[src/design/sliu_pkg.sv]
`default_nettype none
package sliu_pkg;

  // Phase and fractions are Q.24 fixed point.
  localparam int FRAC_BITS = 24;

  // Register and field widths.
  localparam int RATIO_W   = 27;
  localparam int INV_W     = 29;
  localparam int INV_LO_W  = 16;
  localparam int INV_HI_W  = INV_W - INV_LO_W;
  localparam int PHASE_W   = 27;
  localparam int SUM_W     = FRAC_BITS + 4;
  localparam int OUT_W     = 16;
  localparam int CFG_IDX_W = 1;
  localparam int CFG_DATA_W = INV_W;

  localparam logic [RATIO_W-1:0] RATIO_RESET   = RATIO_W'(15414067);
  localparam logic [INV_W-1:0]   INVERSE_RESET = INV_W'(18262980);

  // Defaults for the top-level parameters.
  localparam int SAMPLE_BITS_DEF     = 16;
  localparam int MAX_FRAMES_DEF      = 4;
  localparam int QUEUE_DEPTH_DEF     = 2;

  typedef enum logic [CFG_IDX_W-1:0] {
    CFG_RATE_RATIO    = 1'b0,
    CFG_INVERSE_RATIO = 1'b1
  } cfg_reg_t;

endpackage
`default_nettype wire

[src/design/stereo_linear_interp_upsampler_top.sv]
`default_nettype none
// Stereo linear-interpolation upsampler. Each accepted input beat adds rate_ratio
// (Q3.24) to a phase and causes as many output frames as the phase's whole part,
// at most MAX_FRAMES per input; each frame is interpolated between the previous
// and the current sample at fraction 1 - phase * inverse_ratio, clamped to 0..1,
// and the last frame of a run carries out_last_of_run. The front end takes one
// input beat per cycle while the queue has room; the back end's sequencer fetches
// each queue entry and then steps each frame through partial products, reciprocal
// sum, difference multiply and rounding, and holds in the rounding step while the
// output register is still full. An input that causes no frames is not queued.
// A finished frame waits in the output register while the next one is
// computed. Write configuration only while the block is idle.
module stereo_linear_interp_upsampler_top
  import sliu_pkg::*;
#(
  parameter int SAMPLE_BITS = SAMPLE_BITS_DEF,
  parameter int MAX_FRAMES  = MAX_FRAMES_DEF,
  parameter int QUEUE_DEPTH = QUEUE_DEPTH_DEF
) (
  input  wire logic                          clk,
  input  wire logic                          rst_n,
  input  wire logic                          in_valid,
  output logic                               in_ready,
  input  wire logic signed [SAMPLE_BITS-1:0] in_sample_left,
  input  wire logic signed [SAMPLE_BITS-1:0] in_sample_right,
  output logic                               out_valid,
  input  wire logic                          out_ready,
  output logic signed [OUT_W-1:0]            out_frame_left,
  output logic signed [OUT_W-1:0]            out_frame_right,
  output logic                               out_last_of_run,
  input  wire logic                          cfg_valid,
  output logic                               cfg_ready,
  input  wire logic [CFG_IDX_W-1:0]          cfg_index,
  input  wire logic [CFG_DATA_W-1:0]         cfg_data
);

  localparam int CNT_W   = $clog2(MAX_FRAMES + 1);
  localparam int ENTRY_W = 4 * SAMPLE_BITS + PHASE_W + CNT_W;

  logic [RATIO_W-1:0] rate_ratio_r;
  logic [INV_W-1:0]   inverse_ratio_r;
  logic               q_push, q_push_ready, q_valid, q_pop;
  logic [ENTRY_W-1:0] q_wdata, q_rdata;
  logic [OUT_W-1:0]   frame_l, frame_r;

  assign cfg_ready = 1'b1;

  always_ff @(posedge clk) begin
    if (!rst_n) begin
      rate_ratio_r    <= RATIO_RESET;
      inverse_ratio_r <= INVERSE_RESET;
    end else if (cfg_valid) begin
      unique case (cfg_index)
        CFG_RATE_RATIO:    rate_ratio_r    <= cfg_data[RATIO_W-1:0];
        CFG_INVERSE_RATIO: inverse_ratio_r <= cfg_data[INV_W-1:0];
        default: begin
        end
      endcase
    end
  end

  sliu_front #(
    .SAMPLE_BITS (SAMPLE_BITS),
    .MAX_FRAMES  (MAX_FRAMES),
    .CNT_W       (CNT_W),
    .ENTRY_W     (ENTRY_W)
  ) u_front (
    .clk             (clk),
    .rst_n           (rst_n),
    .in_valid        (in_valid),
    .in_ready        (in_ready),
    .in_sample_left  (in_sample_left),
    .in_sample_right (in_sample_right),
    .rate_ratio      (rate_ratio_r),
    .q_push          (q_push),
    .q_ready         (q_push_ready),
    .q_data          (q_wdata)
  );

  sliu_fifo #(
    .WIDTH (ENTRY_W),
    .DEPTH (QUEUE_DEPTH)
  ) u_fifo (
    .clk        (clk),
    .rst_n      (rst_n),
    .push       (q_push),
    .push_ready (q_push_ready),
    .push_data  (q_wdata),
    .pop_valid  (q_valid),
    .pop        (q_pop),
    .pop_data   (q_rdata)
  );

  sliu_back #(
    .SAMPLE_BITS (SAMPLE_BITS),
    .MAX_FRAMES  (MAX_FRAMES),
    .CNT_W       (CNT_W),
    .ENTRY_W     (ENTRY_W)
  ) u_back (
    .clk             (clk),
    .rst_n           (rst_n),
    .q_valid         (q_valid),
    .q_pop           (q_pop),
    .q_data          (q_rdata),
    .inverse_ratio   (inverse_ratio_r),
    .out_valid       (out_valid),
    .out_ready       (out_ready),
    .out_frame_left  (frame_l),
    .out_frame_right (frame_r),
    .out_last_of_run (out_last_of_run)
  );

  assign out_frame_left  = frame_l;
  assign out_frame_right = frame_r;

endmodule
`default_nettype wire

[src/design/sliu_front.sv]
`default_nettype none
module sliu_front
  import sliu_pkg::*;
#(
  parameter int SAMPLE_BITS = SAMPLE_BITS_DEF,
  parameter int MAX_FRAMES  = MAX_FRAMES_DEF,
  parameter int CNT_W       = $clog2(MAX_FRAMES + 1),
  parameter int ENTRY_W     = 4 * SAMPLE_BITS + PHASE_W + CNT_W
) (
  input  wire logic                          clk,
  input  wire logic                          rst_n,
  input  wire logic                          in_valid,
  output logic                               in_ready,
  input  wire logic signed [SAMPLE_BITS-1:0] in_sample_left,
  input  wire logic signed [SAMPLE_BITS-1:0] in_sample_right,
  input  wire logic [RATIO_W-1:0]            rate_ratio,
  output logic                               q_push,
  input  wire logic                          q_ready,
  output logic [ENTRY_W-1:0]                 q_data
);

  logic signed [SAMPLE_BITS-1:0] prev_left_r, prev_right_r;
  logic [FRAC_BITS-1:0]          acc_r;
  logic [SUM_W-1:0]              phase;
  logic [SUM_W-FRAC_BITS-1:0]    whole;
  logic [CNT_W-1:0]              n_frames;
  logic                          accept;

  assign phase = SUM_W'(acc_r) + SUM_W'(rate_ratio);
  assign whole = phase[SUM_W-1:FRAC_BITS];

  // Frames this input causes: the whole part of the phase, capped.
  always_comb begin
    if (32'(whole) > 32'(MAX_FRAMES)) begin
      n_frames = CNT_W'(MAX_FRAMES);
    end else begin
      n_frames = CNT_W'(whole);
    end
  end

  assign in_ready = q_ready;
  assign accept   = in_valid && in_ready;
  assign q_push   = accept && (n_frames != '0);
  assign q_data   = {prev_left_r, prev_right_r, in_sample_left, in_sample_right,
                     phase[PHASE_W-1:0], n_frames};

  // Whether or not the run was capped, only the fraction of the phase survives.
  always_ff @(posedge clk) begin
    if (!rst_n) begin
      prev_left_r  <= '0;
      prev_right_r <= '0;
      acc_r        <= '0;
    end else if (accept) begin
      prev_left_r  <= in_sample_left;
      prev_right_r <= in_sample_right;
      acc_r        <= phase[FRAC_BITS-1:0];
    end
  end

endmodule
`default_nettype wire

[src/design/sliu_fifo.sv]
`default_nettype none
module sliu_fifo
  import sliu_pkg::*;
#(
  parameter int WIDTH = 8,
  parameter int DEPTH = QUEUE_DEPTH_DEF  // power of two, at least 2
) (
  input  wire logic             clk,
  input  wire logic             rst_n,
  input  wire logic             push,
  output logic                  push_ready,
  input  wire logic [WIDTH-1:0] push_data,
  output logic                  pop_valid,
  input  wire logic             pop,
  output logic [WIDTH-1:0]      pop_data
);

  localparam int AW = $clog2(DEPTH);

  logic [WIDTH-1:0] mem [DEPTH];
  logic [AW-1:0]    wr_ptr_r, rd_ptr_r;
  logic [AW:0]      count_r;
  logic             do_push, do_pop;

  assign push_ready = count_r != (AW + 1)'(DEPTH);
  assign pop_valid  = count_r != '0;
  assign pop_data   = mem[rd_ptr_r];
  assign do_push    = push && push_ready;
  assign do_pop     = pop && pop_valid;

  always_ff @(posedge clk) begin
    if (do_push) begin
      mem[wr_ptr_r] <= push_data;
    end
  end

  always_ff @(posedge clk) begin
    if (!rst_n) begin
      wr_ptr_r <= '0;
      rd_ptr_r <= '0;
      count_r  <= '0;
    end else begin
      if (do_push) begin
        wr_ptr_r <= wr_ptr_r + AW'(1);
      end
      if (do_pop) begin
        rd_ptr_r <= rd_ptr_r + AW'(1);
      end
      if (do_push && !do_pop) begin
        count_r <= count_r + (AW + 1)'(1);
      end else if (do_pop && !do_push) begin
        count_r <= count_r - (AW + 1)'(1);
      end
    end
  end

endmodule
`default_nettype wire

[src/design/sliu_back.sv]
`default_nettype none
module sliu_back
  import sliu_pkg::*;
#(
  parameter int SAMPLE_BITS = SAMPLE_BITS_DEF,
  parameter int MAX_FRAMES  = MAX_FRAMES_DEF,
  parameter int CNT_W       = $clog2(MAX_FRAMES + 1),
  parameter int ENTRY_W     = 4 * SAMPLE_BITS + PHASE_W + CNT_W
) (
  input  wire logic               clk,
  input  wire logic               rst_n,
  input  wire logic               q_valid,
  output logic                    q_pop,
  input  wire logic [ENTRY_W-1:0] q_data,
  input  wire logic [INV_W-1:0]   inverse_ratio,
  output logic                    out_valid,
  input  wire logic               out_ready,
  output logic [OUT_W-1:0]        out_frame_left,
  output logic [OUT_W-1:0]        out_frame_right,
  output logic                    out_last_of_run
);

  localparam int SB     = SAMPLE_BITS;
  localparam int PLO_W  = PHASE_W + INV_LO_W;
  localparam int PHI_W  = PHASE_W + INV_HI_W;
  localparam int PROD_W = PHASE_W + INV_W;
  localparam int FR_W   = FRAC_BITS + 1;
  localparam int MIX_W  = SB + FR_W + 2;
  localparam int EXT_W  = SB + OUT_W;
  localparam logic [PHASE_W-1:0] ONE_PH  = PHASE_W'(1) << FRAC_BITS;
  localparam logic [FR_W-1:0]    ONE_FR  = FR_W'(1) << FRAC_BITS;
  localparam logic [MIX_W-1:0]   HALF_MX = MIX_W'(1) << (FRAC_BITS - 1);

  typedef enum logic [2:0] {
    S_IDLE,
    S_PROD,
    S_FRAC,
    S_MIX,
    S_FIN
  } state_t;

  state_t                  state_r;
  logic [CNT_W-1:0]        cnt_r;
  logic [PHASE_W-1:0]      ph_r;
  logic signed [SB-1:0]    prev_l_r, prev_r_r, cur_l_r, cur_r_r;
  logic [PLO_W-1:0]        plo_r;
  logic [PHI_W-1:0]        phi_r;
  logic [FR_W-1:0]         frac_r;
  logic signed [MIX_W-1:0] mix_l_r, mix_r_r;
  logic                    out_valid_r, out_last_r;
  logic [OUT_W-1:0]        out_left_r, out_right_r;

  logic [PROD_W-1:0]       prod_sum;
  logic [FR_W-1:0]         frac_nxt;
  logic signed [SB:0]      diff_l, diff_r;
  logic signed [MIX_W-1:0] fr_s, mix_l_nxt, mix_r_nxt;
  logic signed [MIX_W-1:0] step_l, step_r;
  logic signed [SB:0]      sum_l, sum_r;
  logic [EXT_W-1:0]        ext_l, ext_r;
  logic                    out_free;
  logic                    out_valid_nxt;

  // Queue entry layout: previous pair, current pair, phase, frame count.
  localparam int N_LO  = 0;
  localparam int PH_LO = CNT_W;
  localparam int CR_LO = PH_LO + PHASE_W;
  localparam int CL_LO = CR_LO + SB;
  localparam int PR_LO = CL_LO + SB;
  localparam int PL_LO = PR_LO + SB;

  assign q_pop = (state_r == S_IDLE) && q_valid;

  // Reciprocal product from the two registered partial products.
  assign prod_sum = {phi_r, INV_LO_W'(0)} + PROD_W'(plo_r);
  always_comb begin
    if (|prod_sum[PROD_W-1:2*FRAC_BITS]) begin
      frac_nxt = '0;
    end else begin
      frac_nxt = ONE_FR - FR_W'(prod_sum[2*FRAC_BITS-1:FRAC_BITS]);
    end
  end

  assign diff_l    = (SB + 1)'(cur_l_r) - (SB + 1)'(prev_l_r);
  assign diff_r    = (SB + 1)'(cur_r_r) - (SB + 1)'(prev_r_r);
  assign fr_s      = MIX_W'(frac_r);
  assign mix_l_nxt = MIX_W'(diff_l) * fr_s;
  assign mix_r_nxt = MIX_W'(diff_r) * fr_s;

  // Rounded half up: arithmetic shift of the biased product floors it.
  assign step_l = (mix_l_r + HALF_MX) >>> FRAC_BITS;
  assign step_r = (mix_r_r + HALF_MX) >>> FRAC_BITS;
  assign sum_l  = (SB + 1)'(prev_l_r) + step_l[SB:0];
  assign sum_r  = (SB + 1)'(prev_r_r) + step_r[SB:0];
  assign ext_l  = {{OUT_W{sum_l[SB-1]}}, sum_l[SB-1:0]};
  assign ext_r  = {{OUT_W{sum_r[SB-1]}}, sum_r[SB-1:0]};

  assign out_free = !out_valid_r || out_ready;

  always_comb begin
    out_valid_nxt = out_valid_r && !out_ready;
    if ((state_r == S_FIN) && out_free) begin
      out_valid_nxt = 1'b1;
    end
  end

  always_ff @(posedge clk) begin
    if (!rst_n) begin
      state_r     <= S_IDLE;
      cnt_r       <= '0;
      out_valid_r <= 1'b0;
    end else begin
      out_valid_r <= out_valid_nxt;
      unique case (state_r)
        S_IDLE: begin
          if (q_valid) begin
            prev_l_r <= q_data[PL_LO +: SB];
            prev_r_r <= q_data[PR_LO +: SB];
            cur_l_r  <= q_data[CL_LO +: SB];
            cur_r_r  <= q_data[CR_LO +: SB];
            ph_r     <= q_data[PH_LO +: PHASE_W] - ONE_PH;
            cnt_r    <= q_data[N_LO +: CNT_W];
            state_r  <= S_PROD;
          end
        end
        S_PROD: begin
          plo_r   <= PLO_W'(ph_r) * PLO_W'(inverse_ratio[INV_LO_W-1:0]);
          phi_r   <= PHI_W'(ph_r) * PHI_W'(inverse_ratio[INV_W-1:INV_LO_W]);
          state_r <= S_FRAC;
        end
        S_FRAC: begin
          frac_r  <= frac_nxt;
          state_r <= S_MIX;
        end
        S_MIX: begin
          mix_l_r <= mix_l_nxt;
          mix_r_r <= mix_r_nxt;
          state_r <= S_FIN;
        end
        S_FIN: begin
          // Hold the finished frame here until the output register frees up.
          if (out_free) begin
            out_left_r  <= ext_l[OUT_W-1:0];
            out_right_r <= ext_r[OUT_W-1:0];
            out_last_r  <= cnt_r == CNT_W'(1);
            if (cnt_r == CNT_W'(1)) begin
              state_r <= S_IDLE;
            end else begin
              cnt_r   <= cnt_r - CNT_W'(1);
              ph_r    <= ph_r - ONE_PH;
              state_r <= S_PROD;
            end
          end
        end
        default: begin
          state_r <= S_IDLE;
        end
      endcase
    end
  end

  assign out_valid       = out_valid_r;
  assign out_frame_left  = out_left_r;
  assign out_frame_right = out_right_r;
  assign out_last_of_run = out_last_r;

endmodule
`default_nettype wire

[config.mk]
export PLATFORM = sky130hd
export DESIGN_NAME = stereo_linear_interp_upsampler_top
export DESIGN_NICKNAME = d
export VERILOG_FILES = /design/src/design/sliu_pkg.sv /design/src/design/stereo_linear_interp_upsampler_top.sv /design/src/design/sliu_front.sv /design/src/design/sliu_fifo.sv /design/src/design/sliu_back.sv
export SDC_FILE = /design/constraint.sdc
export NUM_CORES = 2
export LEC_CHECK = 0
export BUFFER_PORTS_ARGS = -buffer_cell sky130_fd_sc_hd__buf_4
export CORE_UTILIZATION = 25
export DETAILED_ROUTE_END_ITERATION = 8
export MAX_ROUTING_LAYER = met4
export PLACE_DENSITY_LB_ADDON = 0.1
export SLEW_MARGIN = 15
export SYNTH_ARGS = -nofsm -noshare
export SYNTH_HDL_FRONTEND = slang
export SYNTH_SLANG_ARGS = --single-unit
[constraint.sdc]
create_clock -name clk -period 10.87 [get_ports clk]
set_input_delay 1.087 -clock clk [delete_from_list [all_inputs] [get_ports clk]]
set_output_delay 1.087 -clock clk [all_outputs]
set_load 0.05 [all_outputs]
==> results.toml <==
[clock_network]
cts_tree = "done"
clock-sinks = 562
post_cts_buffers = 0
root_buffer = "clkbuf_16"
clock_latency_ns = 0.73
cts_resized = 0
cts_hold_buf = 0
h-tree-depth = 3
path_clk_slew_ns = 0.06
cts_buffers = 74
cts_buffer_depth = 3

[routing]
via_per_inst = 4.348
first_pass_iters = 5
drtIter0Drc = 2120
wl_per_cell_um = 19.79
ant_nets = 0
drc = 0
drt-total-wl_mm = 232.0
vias = 50990

[timing]
min_period_ns = 9.621
slew_headroom = 0.2512
final_max_slew_viol_count = 0
hold_viol = 0
finClkSkew_ns = 0.07208
fin_crit_sh = 0.8851
grt_setup_unrepaired = "false"
finalSetupTns_ns = 0
timing.fmax_mhz = 103.9
tightest_slew_ns = 1.123
setup_viol = 0

[placed_design]
dp_hpwl_mm = 178.2
numPortBuffers = 101
gp_congestion = 0.7823

[finish]
nets = 9654
drive_above_1_share = 0.07433
multiInputGateArea_um2 = 52340
areaGrowthSynthToFinish_pct = 11.19
regArea_um2 = 15650
fill_cells = 31620

[synthesis]
synth.avg_cell_area_um2 = 9.638
syn_nets = 9704
syn_inst = 7764
ys_seq_area_frac = 0.2089
netlist_top_cells_area = "fa_1 35%, edfxtp_1 18%, ha_1 9.4%, inv_1 7.7%, nand2_1 6.8%"
syn_area_um2 = 74830
synth_top_area_cell = "fa_1"
ys_types = 97
ys.flop_type = "edfxtp_1"
synth_edf_count = 438
ys_warn_count = 0
yosys_register_bits = 562
ys_async_sr_fraction = 0
yosysTopAreaCellShare = 0.3513

[die]
die-area_um2 = 301500
core_area_um2 = 297300
fp-row-count = 200
die_width_um = 549.1
die_h_um = 549.1
start_util = 0.2517
ios = 103

[setup_path]
critPathMaxStageDelay_ns = 0.57
required_ns = 11.32
critPathMaxFanout = 15
endpoint_kind = "flip-flop"
critPathLaunchType = "flip-flop"
cp.arrival_ns = 10.07
worstSetupPathType = "reg -> reg"
critPathSlowestCell = "a2111oi_0"

[global_routing]
grt_pass1_vias = 57510
grt.overflow.total = 0
grt_max_degree = 61
grtUsageTotal = 0.1623
antenna_found_initial = 17
grt_pass1_wl_mm = 358.3

[run_status]
run_status = "finished clean"

[run]
maxCapViolCount = 0

[hold_path]
hp-class = "reg -> reg"
==> cells by family (layout without fill, tap and decap cells) <==
kind of cell               count (synthesis)  count (layout)  synth area share
and+or+nand+nor                         2458            2458            0.1522
other                                      1              13        0.00005011
xor gates and xnor gates                 234             234           0.02757
AOI/OAI and AO/OA                        621             621           0.05468
adders and majority gates               1873            1873            0.4449
DFF                                      562             562            0.2089
buffers and inverters                   1910            1922           0.09605
muxes                                    105             105           0.01557
==> per-layer routing <==
metal / track usage / vias up / part of all wire
met5: - / - / 0
met4: 0.04272 / 0 / 0.026
met3: 0.01851 / 231 / 0.027
met2: 0.2801 / 566 / 0.50
met1: 0.2003 / 26500 / 0.45
li1: - / 23700 / -
==> Yosys cell counts, types with 11 or more instances <==
master and number:
clkbuf_1 353, o21ai_0 85, nand2_1 1361, edfxtp_1 438
a21o_1 72, o21bai_1 29, inv_1 1534, o211ai_1 12
xor2_1 65, mux2i_1 14, buf_1 16, and3_1 38
and2_1 448, a211oi_1 15, nor2_1 207, nand2b_1 31
nand4_1 19, a211o_1 12, fa_1 1313, xnor2_1 168
nor3_1 51, dfxtp_1 124, mux2_2 91, or2_2 31
nand3_1 96, a21oi_1 244, o21a_1 27, ha_1 560
a31oi_1 11, nor2b_1 121
==> per-stage QoR <==
stage / area, um^2 / hold slack (ns) / utilization / std cells / setup slack, ns
2_1_floorplan: 74830 / 0.4254 / - / 7764 / 2.507
3_3_place_gp: 80540 / 0.4291 / 0.2709 / 11580 / 1.262
3_5_place_dp: 80550 / 0.4370 / 0.2710 / 11580 / 1.249
4_1_cts: 83170 / 0.4348 / 0.2798 / 11720 / 1.221
5_1_grt: 83180 / 0.4633 / 0.2798 / 11720 / 0.6470
6_report: 83200 / 0.4434 / 0.2799 / 11730 / 1.249
==> cell usage in the layout (no fill, tap or decap), types with 16 or more instances in the layout <==
cell type	n
nor2b_1	119
dfxtp_1	116
clkbuf_16	74
xnor2_1	152
a21oi_1	244
mux2_2	91
buf_4	249
ha_1	559
a21o_1	72
nor3_1	50
o21ai_0	83
nand2b_1	31
or2_2	31
o21a_1	27
clkbuf_1	16
fa_1	1311
nand4_1	19
edfxtp_1	438
and3_1	37
inv_1	1533
nand3_1	96
nand2_1	1360
and2_1	446
o21bai_1	29
xor2_1	59
nor2_1	200
==> path summary, 6_finish.rpt <==
check	startpoint	end	slack, ns	cells after the start
max	u_back.prev_r_r[1]	u_back.mix_r_r[39]	1.25	37
min	u_front.prev_right_r[13]	u_fifo.mem[1][75]	0.44	0
max reg2reg	u_back.prev_r_r[1]	u_back.mix_r_r[39]	1.25	37
min reg2reg	u_front.prev_right_r[13]	u_fifo.mem[1][75]	0.44	0
==> worst max-delay path, delay by kind of cell (launching register included) <==
kind / cells / cell delay [ns]
flip-flops: 1 / 0.46
buffers and inverters: 8 / 0.87
AND/OR/NAND/NOR: 4 / 0.35
AO/OA/AOI/OAI: 14 / 3.05
XOR/XNOR: 3 / 1.07
adder cells (fa/ha/maj): 8 / 3.57
==> layout make-up <==
class / instances / area share
antenna: 12 / 0.0003609
clock buffer: 97 / 0.02414
clock inverter: 41 / 0.007354
inverter: 1534 / 0.06924
multi-input combinational: 5292 / 0.6291
sequential: 562 / 0.1881
tap: 3939 / 0.05924
timing repair buffer: 250 / 0.02253
==> registers in the layout, indices dropped and copies added, names as in the netlist, 17 cells and up, named ones only <==
signal           count
rate_ratio_r        27
u_front.acc_r       24
u_back.mix_r_r      17
u_back.frac_r       25
inverse_ratio_r     29
u_fifo.mem         188
u_back.ph_r         27
u_back.mix_l_r      17
u_back.plo_r        27
u_back.phi_r        40
Power is not shown: default switching activity piles up to over one toggle a cycle in this logic, so the estimate is an artifact.
